$ cat config.mk
export PLATFORM = sky130hd
export DESIGN_NAME = hmac_sha1_engine_unit
export DESIGN_NICKNAME = d
export VERILOG_FILES = /design/src/rtl/core/hse_pkg.sv /design/src/rtl/core/hse_front.sv /design/src/rtl/core/hse_back.sv /design/src/rtl/core/hmac_sha1_engine_unit.sv
export SDC_FILE = /design/constraint.sdc
export NUM_CORES = 2
export LEC_CHECK = 0
export BUFFER_PORTS_ARGS = -buffer_cell sky130_fd_sc_hd__clkbuf_2
export CAP_MARGIN = 5
export CELL_PAD_IN_SITES_DETAIL_PLACEMENT = 0
export CELL_PAD_IN_SITES_GLOBAL_PLACEMENT = 1
export CORE_ASPECT_RATIO = 0.5
export CORE_MARGIN = 4
export CORE_UTILIZATION = 40
export CTS_CLUSTER_DIAMETER = 60
export DETAILED_ROUTE_END_ITERATION = 8
export GPL_TIMING_DRIVEN = 0
export PLACE_DENSITY_LB_ADDON = 0.12
export SLEW_MARGIN = 20
export SYNTH_ARGS = -nofsm -noshare
export SYNTH_HDL_FRONTEND = slang
export SYNTH_SLANG_ARGS = --single-unit
export TNS_END_PERCENT = 10
$ cat constraint.sdc
create_clock -name clk -period 38 [get_ports clk]
set_input_delay 5.7 -clock clk [delete_from_list [all_inputs] [get_ports clk]]
set_output_delay 5.7 -clock clk [all_outputs]
set_load 0.05 [all_outputs]
$ cat src/rtl/core/hse_pkg.sv
// Shared types, constants and SHA-1 helpers for the HMAC-SHA1 engine.
`default_nettype none
package hse_pkg;

  localparam int CNT_W      = 64;           // key and message byte counters
  localparam int BLK_BYTES  = 64;
  localparam int BLK_W      = 8 * BLK_BYTES;
  localparam int DIG_W      = 160;
  localparam int Q_DEPTH    = 2;
  localparam int Q_AW       = $clog2(Q_DEPTH);
  localparam int Q_CW       = $clog2(Q_DEPTH + 1);
  localparam int RND_LAST   = 79;

  localparam logic [7:0] IPAD_BYTE = 8'h36;
  localparam logic [7:0] OPAD_BYTE = 8'h5c;
  localparam logic [7:0] PAD_FIRST = 8'h80;

  localparam logic [1:0] CMD_KEY = 2'd0;
  localparam logic [1:0] CMD_MSG = 2'd1;
  localparam logic [1:0] CMD_END = 2'd2;

  localparam logic [DIG_W-1:0] SHA_IV =
    {32'h67452301, 32'hEFCDAB89, 32'h98BADCFE, 32'h10325476, 32'hC3D2E1F0};

  typedef enum logic [1:0] {OP_KEY, OP_MSG, OP_END} op_t;

  typedef struct packed {
    op_t        kind;
    logic [7:0] data;
    logic       last;
  } q_item_t;

  typedef struct packed {
    logic    valid;
    q_item_t item;
  } q_port_t;

  typedef enum logic [1:0] {PH_IDLE, PH_KEY, PH_MSG} phase_t;
  typedef enum logic [1:0] {FIN_LKEY, FIN_INNER, FIN_OUTER} fin_t;
  typedef enum logic [1:0] {FP_ONE, FP_ZERO, FP_LEN, FP_DONE} fp_t;

  typedef enum logic [3:0] {
    ST_IDLE, ST_KFEED, ST_KEND, ST_IPAD, ST_MFEED, ST_MEND, ST_FIN,
    ST_OPAD, ST_DFEED, ST_OFIN, ST_OUT, ST_CINIT, ST_COMP, ST_CADD
  } st_t;

  function automatic logic [31:0] sha_f(input logic [6:0] rnd,
                                        input logic [31:0] b,
                                        input logic [31:0] c,
                                        input logic [31:0] d);
    logic [31:0] r;
    if (rnd < 7'd20) begin
      r = (b & c) | (~b & d);
    end else if (rnd < 7'd40) begin
      r = b ^ c ^ d;
    end else if (rnd < 7'd60) begin
      r = (b & c) | (b & d) | (c & d);
    end else begin
      r = b ^ c ^ d;
    end
    return r;
  endfunction

  function automatic logic [31:0] sha_k(input logic [6:0] rnd);
    logic [31:0] r;
    if (rnd < 7'd20) begin
      r = 32'h5A827999;
    end else if (rnd < 7'd40) begin
      r = 32'h6ED9EBA1;
    end else if (rnd < 7'd60) begin
      r = 32'h8F1BBCDC;
    end else begin
      r = 32'hCA62C1D6;
    end
    return r;
  endfunction

endpackage
`default_nettype wire

$ cat src/rtl/core/hse_front.sv
// Front end: takes input items, classifies commands and queues them.
`default_nettype none
module hse_front (
  input  wire logic          clk,
  input  wire logic          rst_n,
  input  wire logic          in_valid,
  output logic               in_stall,
  input  wire logic [1:0]    in_command,
  input  wire logic [7:0]    in_data_byte,
  input  wire logic          in_last,
  output hse_pkg::q_port_t   q_out,
  input  wire logic          q_pop
);

  hse_pkg::q_item_t                 mem_r [hse_pkg::Q_DEPTH];
  logic [hse_pkg::Q_AW-1:0]         wp_r, rp_r;
  logic [hse_pkg::Q_CW-1:0]         cnt_r;
  hse_pkg::q_item_t                 item;
  logic                             keep, push, pop;

  always_comb begin
    item.data = in_data_byte;
    item.last = in_last;
    keep      = 1'b1;
    case (in_command)
      hse_pkg::CMD_KEY: item.kind = hse_pkg::OP_KEY;
      hse_pkg::CMD_MSG: item.kind = hse_pkg::OP_MSG;
      hse_pkg::CMD_END: item.kind = hse_pkg::OP_END;
      default: begin
        item.kind = hse_pkg::OP_KEY;
        keep      = 1'b0;                 // undefined command: dropped
      end
    endcase
  end

  assign in_stall    = (cnt_r == hse_pkg::Q_CW'(hse_pkg::Q_DEPTH));
  assign push        = in_valid && !in_stall && keep;
  assign pop         = q_pop && (cnt_r != '0);
  assign q_out.valid = (cnt_r != '0);
  assign q_out.item  = mem_r[rp_r];

  always_ff @(posedge clk) begin
    if (!rst_n) begin
      wp_r  <= '0;
      rp_r  <= '0;
      cnt_r <= '0;
    end else begin
      if (push) begin
        wp_r <= wp_r + 1'b1;
      end
      if (pop) begin
        rp_r <= rp_r + 1'b1;
      end
      cnt_r <= cnt_r + hse_pkg::Q_CW'(push) - hse_pkg::Q_CW'(pop);
    end
  end

  always_ff @(posedge clk) begin
    if (push) begin
      mem_r[wp_r] <= item;
    end
  end

endmodule
`default_nettype wire

$ cat src/rtl/core/hse_back.sv
// Back end: key handling, SHA-1 rounds, padding and result output.
`default_nettype none
module hse_back (
  input  wire logic              clk,
  input  wire logic              rst_n,
  input  hse_pkg::q_port_t       q_in,
  output logic                   q_pop,
  output logic                   out_valid,
  input  wire logic              out_stall,
  output logic [31:0]            out_digest_word,
  output logic                   out_word_last
);

  localparam int BW = hse_pkg::BLK_W;
  localparam int CW = hse_pkg::CNT_W;
  localparam int DW = hse_pkg::DIG_W;

  hse_pkg::st_t    st_r, st_nxt, ret_r, ret_nxt, fafter;
  hse_pkg::phase_t ph_r, ph_nxt;
  hse_pkg::fin_t   fin_r, fin_nxt;
  hse_pkg::fp_t    fp_r, fp_nxt;
  hse_pkg::q_item_t op_r, op_nxt;

  logic [BW-1:0] key_r, key_nxt, blk_r, blk_nxt;
  logic [CW-1:0] kc_r, kc_nxt, mc_r, mc_nxt, bits_r, bits_nxt;
  logic [DW-1:0] hs_r, hs_nxt, dig_r, dig_nxt, v_r, v_nxt;
  logic [6:0]    rnd_r, rnd_nxt;
  logic [2:0]    lcnt_r, lcnt_nxt, wcnt_r, wcnt_nxt;
  logic [4:0]    dcnt_r, dcnt_nxt;
  logic          ov_r, ov_nxt, ol_r, ol_nxt;
  logic [31:0]   ow_r, ow_nxt;

  logic          feed;
  logic [7:0]    fbyte;
  logic [31:0]   a, b, c, d, e, w0, wn, t;
  logic          kc_small, kc_sat;

  assign kc_small = (kc_r[CW-1:6] == '0);
  assign kc_sat   = (kc_r == '1);

  // one round of the compression function
  always_comb begin
    {a, b, c, d, e} = v_r;
    w0 = blk_r[BW-1 -: 32];
    wn = blk_r[BW-1-32*13 -: 32] ^ blk_r[BW-1-32*8 -: 32] ^
         blk_r[BW-1-32*2 -: 32] ^ w0;
    wn = {wn[30:0], wn[31]};
    t  = {a[26:0], a[31:27]} + hse_pkg::sha_f(rnd_r, b, c, d) + e +
         hse_pkg::sha_k(rnd_r) + w0;
  end

  always_comb begin
    st_nxt   = st_r;    ret_nxt  = ret_r;   ph_nxt   = ph_r;
    fin_nxt  = fin_r;   fp_nxt   = fp_r;    op_nxt   = op_r;
    key_nxt  = key_r;   blk_nxt  = blk_r;   kc_nxt   = kc_r;
    mc_nxt   = mc_r;    bits_nxt = bits_r;  hs_nxt   = hs_r;
    dig_nxt  = dig_r;   v_nxt    = v_r;     rnd_nxt  = rnd_r;
    lcnt_nxt = lcnt_r;  wcnt_nxt = wcnt_r;  dcnt_nxt = dcnt_r;
    ow_nxt   = ow_r;    ol_nxt   = ol_r;
    ov_nxt   = ov_r && out_stall;
    q_pop    = 1'b0;
    feed     = 1'b0;
    fbyte    = '0;
    fafter   = hse_pkg::ST_IDLE;

    case (st_r)
      hse_pkg::ST_IDLE: begin
        if (q_in.valid) begin
          q_pop  = 1'b1;
          op_nxt = q_in.item;
          case (q_in.item.kind)
            hse_pkg::OP_KEY: begin
              if (ph_r != hse_pkg::PH_MSG) begin
                ph_nxt = hse_pkg::PH_KEY;
                if (!kc_sat) begin
                  kc_nxt = kc_r + 1'b1;
                end
                if (kc_small) begin
                  for (int i = 0; i < hse_pkg::BLK_BYTES; i++) begin
                    if (kc_r[5:0] == 6'(i)) begin
                      key_nxt[BW-1-8*i -: 8] = q_in.item.data;
                    end
                  end
                  st_nxt = q_in.item.last ? hse_pkg::ST_KEND : hse_pkg::ST_IDLE;
                end else if (kc_r == CW'(hse_pkg::BLK_BYTES)) begin
                  // key overflows one block: start hashing it
                  hs_nxt  = hse_pkg::SHA_IV;
                  blk_nxt = key_r;
                  mc_nxt  = CW'(hse_pkg::BLK_BYTES);
                  ret_nxt = hse_pkg::ST_KFEED;
                  st_nxt  = hse_pkg::ST_CINIT;
                end else begin
                  st_nxt = hse_pkg::ST_KFEED;
                end
              end
            end
            hse_pkg::OP_MSG: begin
              st_nxt = (ph_r != hse_pkg::PH_MSG) ? hse_pkg::ST_KEND : hse_pkg::ST_MFEED;
            end
            hse_pkg::OP_END: begin
              st_nxt = (ph_r != hse_pkg::PH_MSG) ? hse_pkg::ST_KEND : hse_pkg::ST_MEND;
            end
            default: st_nxt = hse_pkg::ST_IDLE;
          endcase
        end
      end
      hse_pkg::ST_KFEED: begin
        feed   = 1'b1;
        fbyte  = op_r.data;
        fafter = op_r.last ? hse_pkg::ST_KEND : hse_pkg::ST_IDLE;
      end
      hse_pkg::ST_KEND: begin
        if (!kc_small && kc_r != CW'(hse_pkg::BLK_BYTES)) begin
          fin_nxt  = hse_pkg::FIN_LKEY;
          fp_nxt   = hse_pkg::FP_ONE;
          bits_nxt = {mc_r[CW-4:0], 3'b000};
          lcnt_nxt = '0;
          st_nxt   = hse_pkg::ST_FIN;
        end else begin
          st_nxt = hse_pkg::ST_IPAD;
        end
      end
      hse_pkg::ST_IPAD: begin
        hs_nxt  = hse_pkg::SHA_IV;
        blk_nxt = key_r ^ {hse_pkg::BLK_BYTES{hse_pkg::IPAD_BYTE}};
        mc_nxt  = CW'(hse_pkg::BLK_BYTES);
        ph_nxt  = hse_pkg::PH_MSG;
        case (op_r.kind)
          hse_pkg::OP_MSG: ret_nxt = hse_pkg::ST_MFEED;
          hse_pkg::OP_END: ret_nxt = hse_pkg::ST_MEND;
          default:         ret_nxt = hse_pkg::ST_IDLE;
        endcase
        st_nxt = hse_pkg::ST_CINIT;
      end
      hse_pkg::ST_MFEED: begin
        feed   = 1'b1;
        fbyte  = op_r.data;
        fafter = op_r.last ? hse_pkg::ST_MEND : hse_pkg::ST_IDLE;
      end
      hse_pkg::ST_MEND: begin
        fin_nxt  = hse_pkg::FIN_INNER;
        fp_nxt   = hse_pkg::FP_ONE;
        bits_nxt = {mc_r[CW-4:0], 3'b000};
        lcnt_nxt = '0;
        st_nxt   = hse_pkg::ST_FIN;
      end
      hse_pkg::ST_FIN: begin
        case (fp_r)
          hse_pkg::FP_ONE: begin
            feed   = 1'b1;
            fbyte  = hse_pkg::PAD_FIRST;
            fafter = hse_pkg::ST_FIN;
            fp_nxt = hse_pkg::FP_ZERO;
          end
          hse_pkg::FP_ZERO: begin
            if (mc_r[5:0] != 6'd56) begin
              feed   = 1'b1;
              fafter = hse_pkg::ST_FIN;
            end else begin
              fp_nxt = hse_pkg::FP_LEN;
            end
          end
          hse_pkg::FP_LEN: begin
            feed     = 1'b1;
            fbyte    = bits_r[CW-1 -: 8];
            fafter   = hse_pkg::ST_FIN;
            bits_nxt = {bits_r[CW-9:0], 8'h00};
            lcnt_nxt = lcnt_r + 1'b1;
            if (lcnt_r == 3'd7) begin
              fp_nxt = hse_pkg::FP_DONE;
            end
          end
          default: begin
            case (fin_r)
              hse_pkg::FIN_LKEY: begin
                key_nxt = {hs_r, {(BW-DW){1'b0}}};
                st_nxt  = hse_pkg::ST_IPAD;
              end
              hse_pkg::FIN_INNER: begin
                dig_nxt = hs_r;
                st_nxt  = hse_pkg::ST_OPAD;
              end
              default: begin
                dig_nxt  = hs_r;
                wcnt_nxt = '0;
                st_nxt   = hse_pkg::ST_OUT;
              end
            endcase
          end
        endcase
      end
      hse_pkg::ST_OPAD: begin
        hs_nxt   = hse_pkg::SHA_IV;
        blk_nxt  = key_r ^ {hse_pkg::BLK_BYTES{hse_pkg::OPAD_BYTE}};
        mc_nxt   = CW'(hse_pkg::BLK_BYTES);
        dcnt_nxt = '0;
        ret_nxt  = hse_pkg::ST_DFEED;
        st_nxt   = hse_pkg::ST_CINIT;
      end
      hse_pkg::ST_DFEED: begin
        feed     = 1'b1;
        fbyte    = dig_r[DW-1 -: 8];
        dig_nxt  = {dig_r[DW-9:0], 8'h00};
        dcnt_nxt = dcnt_r + 1'b1;
        fafter   = (dcnt_r == 5'd19) ? hse_pkg::ST_OFIN : hse_pkg::ST_DFEED;
      end
      hse_pkg::ST_OFIN: begin
        fin_nxt  = hse_pkg::FIN_OUTER;
        fp_nxt   = hse_pkg::FP_ONE;
        bits_nxt = {mc_r[CW-4:0], 3'b000};
        lcnt_nxt = '0;
        st_nxt   = hse_pkg::ST_FIN;
      end
      hse_pkg::ST_OUT: begin
        if (!ov_r || !out_stall) begin
          ov_nxt   = 1'b1;
          ow_nxt   = dig_r[DW-1 -: 32];
          ol_nxt   = (wcnt_r == 3'd4);
          dig_nxt  = {dig_r[DW-33:0], 32'h0};
          wcnt_nxt = wcnt_r + 1'b1;
          if (wcnt_r == 3'd4) begin
            key_nxt = '0;
            kc_nxt  = '0;
            hs_nxt  = hse_pkg::SHA_IV;
            mc_nxt  = '0;
            ph_nxt  = hse_pkg::PH_IDLE;
            st_nxt  = hse_pkg::ST_IDLE;
          end
        end
      end
      hse_pkg::ST_CINIT: begin
        v_nxt   = hs_r;
        rnd_nxt = '0;
        st_nxt  = hse_pkg::ST_COMP;
      end
      hse_pkg::ST_COMP: begin
        v_nxt   = {t, a, {b[1:0], b[31:2]}, c, d};
        blk_nxt = {blk_r[BW-33:0], wn};
        rnd_nxt = rnd_r + 1'b1;
        if (rnd_r == 7'(hse_pkg::RND_LAST)) begin
          st_nxt = hse_pkg::ST_CADD;
        end
      end
      hse_pkg::ST_CADD: begin
        hs_nxt = {hs_r[159:128] + a, hs_r[127:96] + b, hs_r[95:64] + c,
                  hs_r[63:32] + d, hs_r[31:0] + e};
        st_nxt = ret_r;
      end
      default: st_nxt = hse_pkg::ST_IDLE;
    endcase

    // shared byte path into the block buffer; a full block starts the rounds
    if (feed) begin
      blk_nxt = {blk_r[BW-9:0], fbyte};
      mc_nxt  = mc_r + 1'b1;
      if (mc_r[5:0] == 6'd63) begin
        ret_nxt = fafter;
        st_nxt  = hse_pkg::ST_CINIT;
      end else begin
        st_nxt = fafter;
      end
    end
  end

  always_ff @(posedge clk) begin
    if (!rst_n) begin
      st_r  <= hse_pkg::ST_IDLE;
      ret_r <= hse_pkg::ST_IDLE;
      ph_r  <= hse_pkg::PH_IDLE;
      fin_r <= hse_pkg::FIN_LKEY;
      fp_r  <= hse_pkg::FP_ONE;
      key_r <= '0;
      kc_r  <= '0;
      mc_r  <= '0;
      hs_r  <= hse_pkg::SHA_IV;
      ov_r  <= 1'b0;
    end else begin
      st_r  <= st_nxt;
      ret_r <= ret_nxt;
      ph_r  <= ph_nxt;
      fin_r <= fin_nxt;
      fp_r  <= fp_nxt;
      key_r <= key_nxt;
      kc_r  <= kc_nxt;
      mc_r  <= mc_nxt;
      hs_r  <= hs_nxt;
      ov_r  <= ov_nxt;
    end
  end

  always_ff @(posedge clk) begin
    op_r   <= op_nxt;
    blk_r  <= blk_nxt;
    bits_r <= bits_nxt;
    dig_r  <= dig_nxt;
    v_r    <= v_nxt;
    rnd_r  <= rnd_nxt;
    lcnt_r <= lcnt_nxt;
    wcnt_r <= wcnt_nxt;
    dcnt_r <= dcnt_nxt;
    ow_r   <= ow_nxt;
    ol_r   <= ol_nxt;
  end

  assign out_valid       = ov_r;
  assign out_digest_word = ow_r;
  assign out_word_last   = ol_r;

endmodule
`default_nettype wire

$ cat src/rtl/core/hmac_sha1_engine_unit.sv
// Top level of the HMAC-SHA1 engine: front queue plus SHA-1 back end.
//
//   channel  direction  handshake             payload
//   in_      input      in_valid / in_stall   in_command, in_data_byte, in_last
//   out_     output     out_valid / out_stall out_digest_word, out_word_last
//
// Message bytes and key bytes past the first 64 are popped, then fed into the
// block buffer; the first 64 key bytes are stored as they are popped. Each full
// 64-byte block is hashed by a load, 80 rounds and a final add. A MAC close feeds
// 73 to 136 padding and digest bytes, at most one per cycle and none while a
// block is hashed, hashes 3 or 4 blocks (more when it also ends the key), then
// offers 5 result items. Reset (rst_n low, synchronous) clears key, counters and
// queue; the 2-item input queue fills, then stalls while out_stall holds a result.
`default_nettype none
module hmac_sha1_engine_unit (
  input  wire logic        clk,
  input  wire logic        rst_n,
  input  wire logic        in_valid,
  output logic             in_stall,
  input  wire logic [1:0]  in_command,
  input  wire logic [7:0]  in_data_byte,
  input  wire logic        in_last,
  output logic             out_valid,
  input  wire logic        out_stall,
  output logic [31:0]      out_digest_word,
  output logic             out_word_last
);

  hse_pkg::q_port_t q_link;   // head of the item queue
  logic             q_pop;

  // front: command classification and the queue
  hse_front u_front (
    .clk          (clk),
    .rst_n        (rst_n),
    .in_valid     (in_valid),
    .in_stall     (in_stall),
    .in_command   (in_command),
    .in_data_byte (in_data_byte),
    .in_last      (in_last),
    .q_out        (q_link),
    .q_pop        (q_pop)
  );

  // back: key handling, SHA-1 rounds, padding, output register
  hse_back u_back (
    .clk             (clk),
    .rst_n           (rst_n),
    .q_in            (q_link),
    .q_pop           (q_pop),
    .out_valid       (out_valid),
    .out_stall       (out_stall),
    .out_digest_word (out_digest_word),
    .out_word_last   (out_word_last)
  );

endmodule
`default_nettype wire

==> summary.md <==
| Metric | Value |
|---|---|
| Run status | `finished clean` |
| Die Y-Extent | `350 microns` |
| Largest net degree at the start of global routing | `51` |
| Crit path largest cell delay | `910 ps` |
| Count of distinct cell types in the synthesized netlist | `102` |
| Starting utilization of the core area | `0.402` |
| Layout Area Growth over Synthesis | `13.0%` |
| IR drop worst, VDD | `0.0000499 V` |
| Critical Path, Cell by Cell | `clkbuf_2 -> clkbuf_2 -> inv_2 -> nor2_1 -> clkbuf_1 -> buf_1 -> a21oi_1` |
| Endpoint required time on the critical path | `38,700 ps` |
| Worst Setup Slack post-DPL | `28,470 ps` |
| Hold slack final | `459 ps` |
| Wirelength per Cell | `31.4 microns` |
| CTS Hold Buffers Added | `0` |
| Wire length of the first global-routing pass | `582,000 microns` |
| CP Capture Type | `register` |
| Vias | `79,800` |
| Critical Path Start Type | `input port` |
| Synth Net Count | `10,200` |
| Horiz. Die Dim | `691 microns` |
| Average instance area after synthesis | `9.51 sq um` |
| TritonCTS clock tree | `built` |
| Most frequent cell on the critical path | `clkbuf_2` |
| WS Path Type | `in -> reg` |
| Sequential cell fraction of total power | `0.402` |
| IO Count | `50` |
| Vias in the first global route | `74,000` |
| Number of max-slew violations in the final report | `0` |
| Synth Flop Type | `edfxtp_1` |
| Total Routed Length | `422,000 microns` |
| Relative slew margins | `0.163` |
| Net Switching | `3.31 mW` |
| Post-Syn Instances | `9,817` |
| Number of clock sinks | `1,794` |
| Startpoint of the most critical hold path | `u_back.dig_r[131]` |
| Total core area | `232,000 sq um` |
| CP Buf/Inv Count | `5` |
| Switching share of total power | `0.410` |
| Top achievable clock speed | `113 MHz` |
| FF-to-FF End | `u_back.v_r[159]` |
| Critical path arrival | `9550 ps` |
| Cell with the biggest individual delay on the critical path | `clkbuf_1` |
| Number of non-filler instances in the completed layout | `13,400` |
| FILL cells | `22,900` |
| Number of buffers created by CTS | `186` |
| Destination of the worst hold path | `u_back.out_digest_word[3]` |
| Fraction of power consumed by combinational cells | `0.361` |
| Synth warn | `0` |
| Overall overflow remaining after global route | `0` |
| Via-per-instance ratio | `5.96` |
| Internal Power | `4.77 mW` |
| Cell depth of the worst flop-to-flop path | `24` |
| Clock network fraction of total power | `0.237` |
| Setup TNS | `0 ps` |
| Row Count | `125` |
| Number of antenna violations at the first check in global routing | `36` |
| Clock slew at the register clock pins of the worst setup and hold paths | `60 ps` |
| Share of synthesized area occupied by flip-flops and latches | `0.489` |
| IO buf count | `49` |
| Flop-to-flop setup slack | `29,470 ps` |
| Placed wire-length estimate | `331,000 microns` |
| Kind of cell adding the most delay to the critical path | `buffers and inverters` |
| Post-route DRC violation count | `0` |
| Count of maximum capacitance violations | `0` |
| Synth async-reset ratio | `0` |
| Static Leakage | `40.9 nW` |
| Number of synthesized flops with an enable pin | `977` |
| Post-CTS Setup Repair Bufs | `0` |
| Highest fanout seen on the critical path | `11` |
| Yosys top cell by area | `edfxtp_1` |
| Area of the mapped netlist | `93,400 sq um` |
| Total Die Area | `242,000 sq um` |
| Source-to-sink clock delay at the later pin of the worst-skew pair | `890 ps` |
| Synthesis-stage register bit count | `1,794` |
| Fraction of final layout cells with drive strength greater than 1 | `0.0627` |
| Main area contributors after synthesis | `edfxtp_1 (31%), dfxtp_1 (18%), nand2_1 (6.8%), mux2i_1 (5.3%), nor2_1 (5.1%)` |
| H-tree depth reported by CTS | `4` |
| Worst-case clock buffer depth | `4` |
| Actual slew at the worst max-slew pin | `1250 ps` |
| Stages on the worst setup path | `7` |
| Worst Hold Depth | `0` |
| Clock root cell | `clkbuf_16` |
| GR Util All Layers | `0.338` |
| Total of cells resized after clock tree synthesis | `0` |
| # placed instances | `13,100` |
| Violation count after the first detailed-routing iteration | `10,200` |
| Final antenna-violating net count | `0` |
| Setup repair after global routing missed its margin | `no` |
| Placed inst area | `99,400 sq um` |
| Share of the cycle needed by the critical path after routing | `0.233` |
| P per Cell Area | `76.6 nW/um^2` |
| Layout Skew | `65.8 ps` |
| Final core utilization | `0.454` |
| Count of final setup violators | `0` |
| Worst Slack Setup Final | `29,140 ps` |
| Post-layout instance area | `106,000 sq um` |
| Class of the tightest hold or removal check | `reg -> reg` |
| Final hold violation count | `0` |
| Min Clock Period, post-route | `8860 ps` |
| Final total power | `8.08 mW` |
| Routability Congestion | `1.02` |
| Share of Yosys cell area claimed by the top area cell type | `0.314` |
| Final Net Count | `10,500` |
| Crit Reg-Reg Startpoint | `u_back.rnd_r[4]` |
| Number of search-and-repair iterations in the first detailed-routing pass | `7` |
## layout make-up
class,count,area (sq um),area share
multi-input combinational,7148,44100,0.418
sequential,1794,45700,0.433
timing repair buffer,128,1980,0.0187
antenna,16,40.0,0.000380
buffer,654,2940,0.0279
tap,3111,3890,0.0369
inverter,221,830,0.00786
clock inverter,90,842,0.00798
clock buffer,246,5230,0.0495
## synthesized netlist by cell type, drive strengths merged (11+ instances only)
cell and instances:
a2111oi 12, a211oi 184, a21o 80, a21oi 424, a221oi 367, a22oi 49
a31oi 146, and2 40, and3 59, and4 18, buf 103, clkbuf 537
dfxtp 817, edfxtp 977, fa 124, ha 240, inv 221, mux2 11
mux2i 491, nand2 1702, nand2b 29, nand3 119, nand3b 32, nand4 41
nor2 1293, nor2b 129, nor3 46, nor4 23, o211a 23, o211ai 17
o21a 34, o21ai 762, o21bai 26, o22ai 60, o31ai 15, o32ai 23
or3 47, xnor2 199, xor2 167
## per-layer routing
metal	GRT usage	vias to the layer above	wire [microns]
met5	0	-	0
met4	0.129	0	18800
met3	0.0793	620	43100
met2	0.485	3660	171000
met1	0.492	39900	188000
li1	-	35700	-
## how the worst max path moves through the flow
| stage | start | to | slack, ps |
|---|---|---|---|
| 2_1_floorplan | u_back.st_r[0] | u_back.blk_r[0] | 6950 |
| 3_3_place_gp | u_back.st_r[0] | u_back.blk_r[212] | -12000 |
| 3_5_place_dp | rst_n | u_back.hs_r[153] | 28470 |
| 4_1_cts | rst_n | u_back.hs_r[91] | 29370 |
| 5_1_grt | u_back.rnd_r[4] | u_back.v_r[159] | 29250 |
| 6_report | rst_n | u_back.hs_r[91] | 29140 |
## state kept, by name (all words and copies together), names as in the netlist, 5 cells and up, named ones only
register	count
u_back.mc_r	61
u_back.v_r	160
u_back.dig_r	160
u_back.out_digest_word	32
u_back.bits_r	61
u_back.dcnt_r	5
u_front.mem_r	22
u_back.kc_r	64
u_back.blk_r	512
u_back.rnd_r	7
u_back.hs_r	160
u_back.op_r	11
u_back.key_r	512
## kinds of logic after synthesis
kind of cell    Yosys count  share of synthesized area
fa+ha+maj               364                     0.0587
xor+xnor                366                     0.0343
buf+inv                 875                     0.0398
simple gates           3608                      0.162
mux                     502                     0.0540
flops                  1794                      0.489
compound gates         2308                      0.162
## cell usage in the layout, fill, tap and decap left out, types with 124 or more instances in the layout
cell,synthesis,layout
a221oi_1,367,366
o21ai_0,759,758
inv_1,220,220
fa_1,124,124
mux2i_1,491,491
a211oi_1,165,165
clkbuf_16,0,197
ha_1,240,240
a21oi_1,405,403
xor2_1,167,167
nand2_1,1702,1702
edfxtp_1,977,977
nor2b_1,129,129
a31oi_1,146,145
dfxtp_1,817,817
xnor2_1,199,199
clkbuf_1,532,526
nor2_1,1271,1267
## power groups by stage
stage / logic, mW / registers (mW) / clock network, mW
2_1_floorplan: 1.74 / 3.33 / 0
3_3_place_gp: 2.58 / 3.75 / 0
3_5_place_dp: 2.84 / 3.26 / 0
4_1_cts: 2.86 / 3.23 / 1.94
5_1_grt: 3.13 / 3.26 / 2.02
6_report: 2.92 / 3.25 / 1.92
Note: power is estimated with default switching activity, not from simulation.
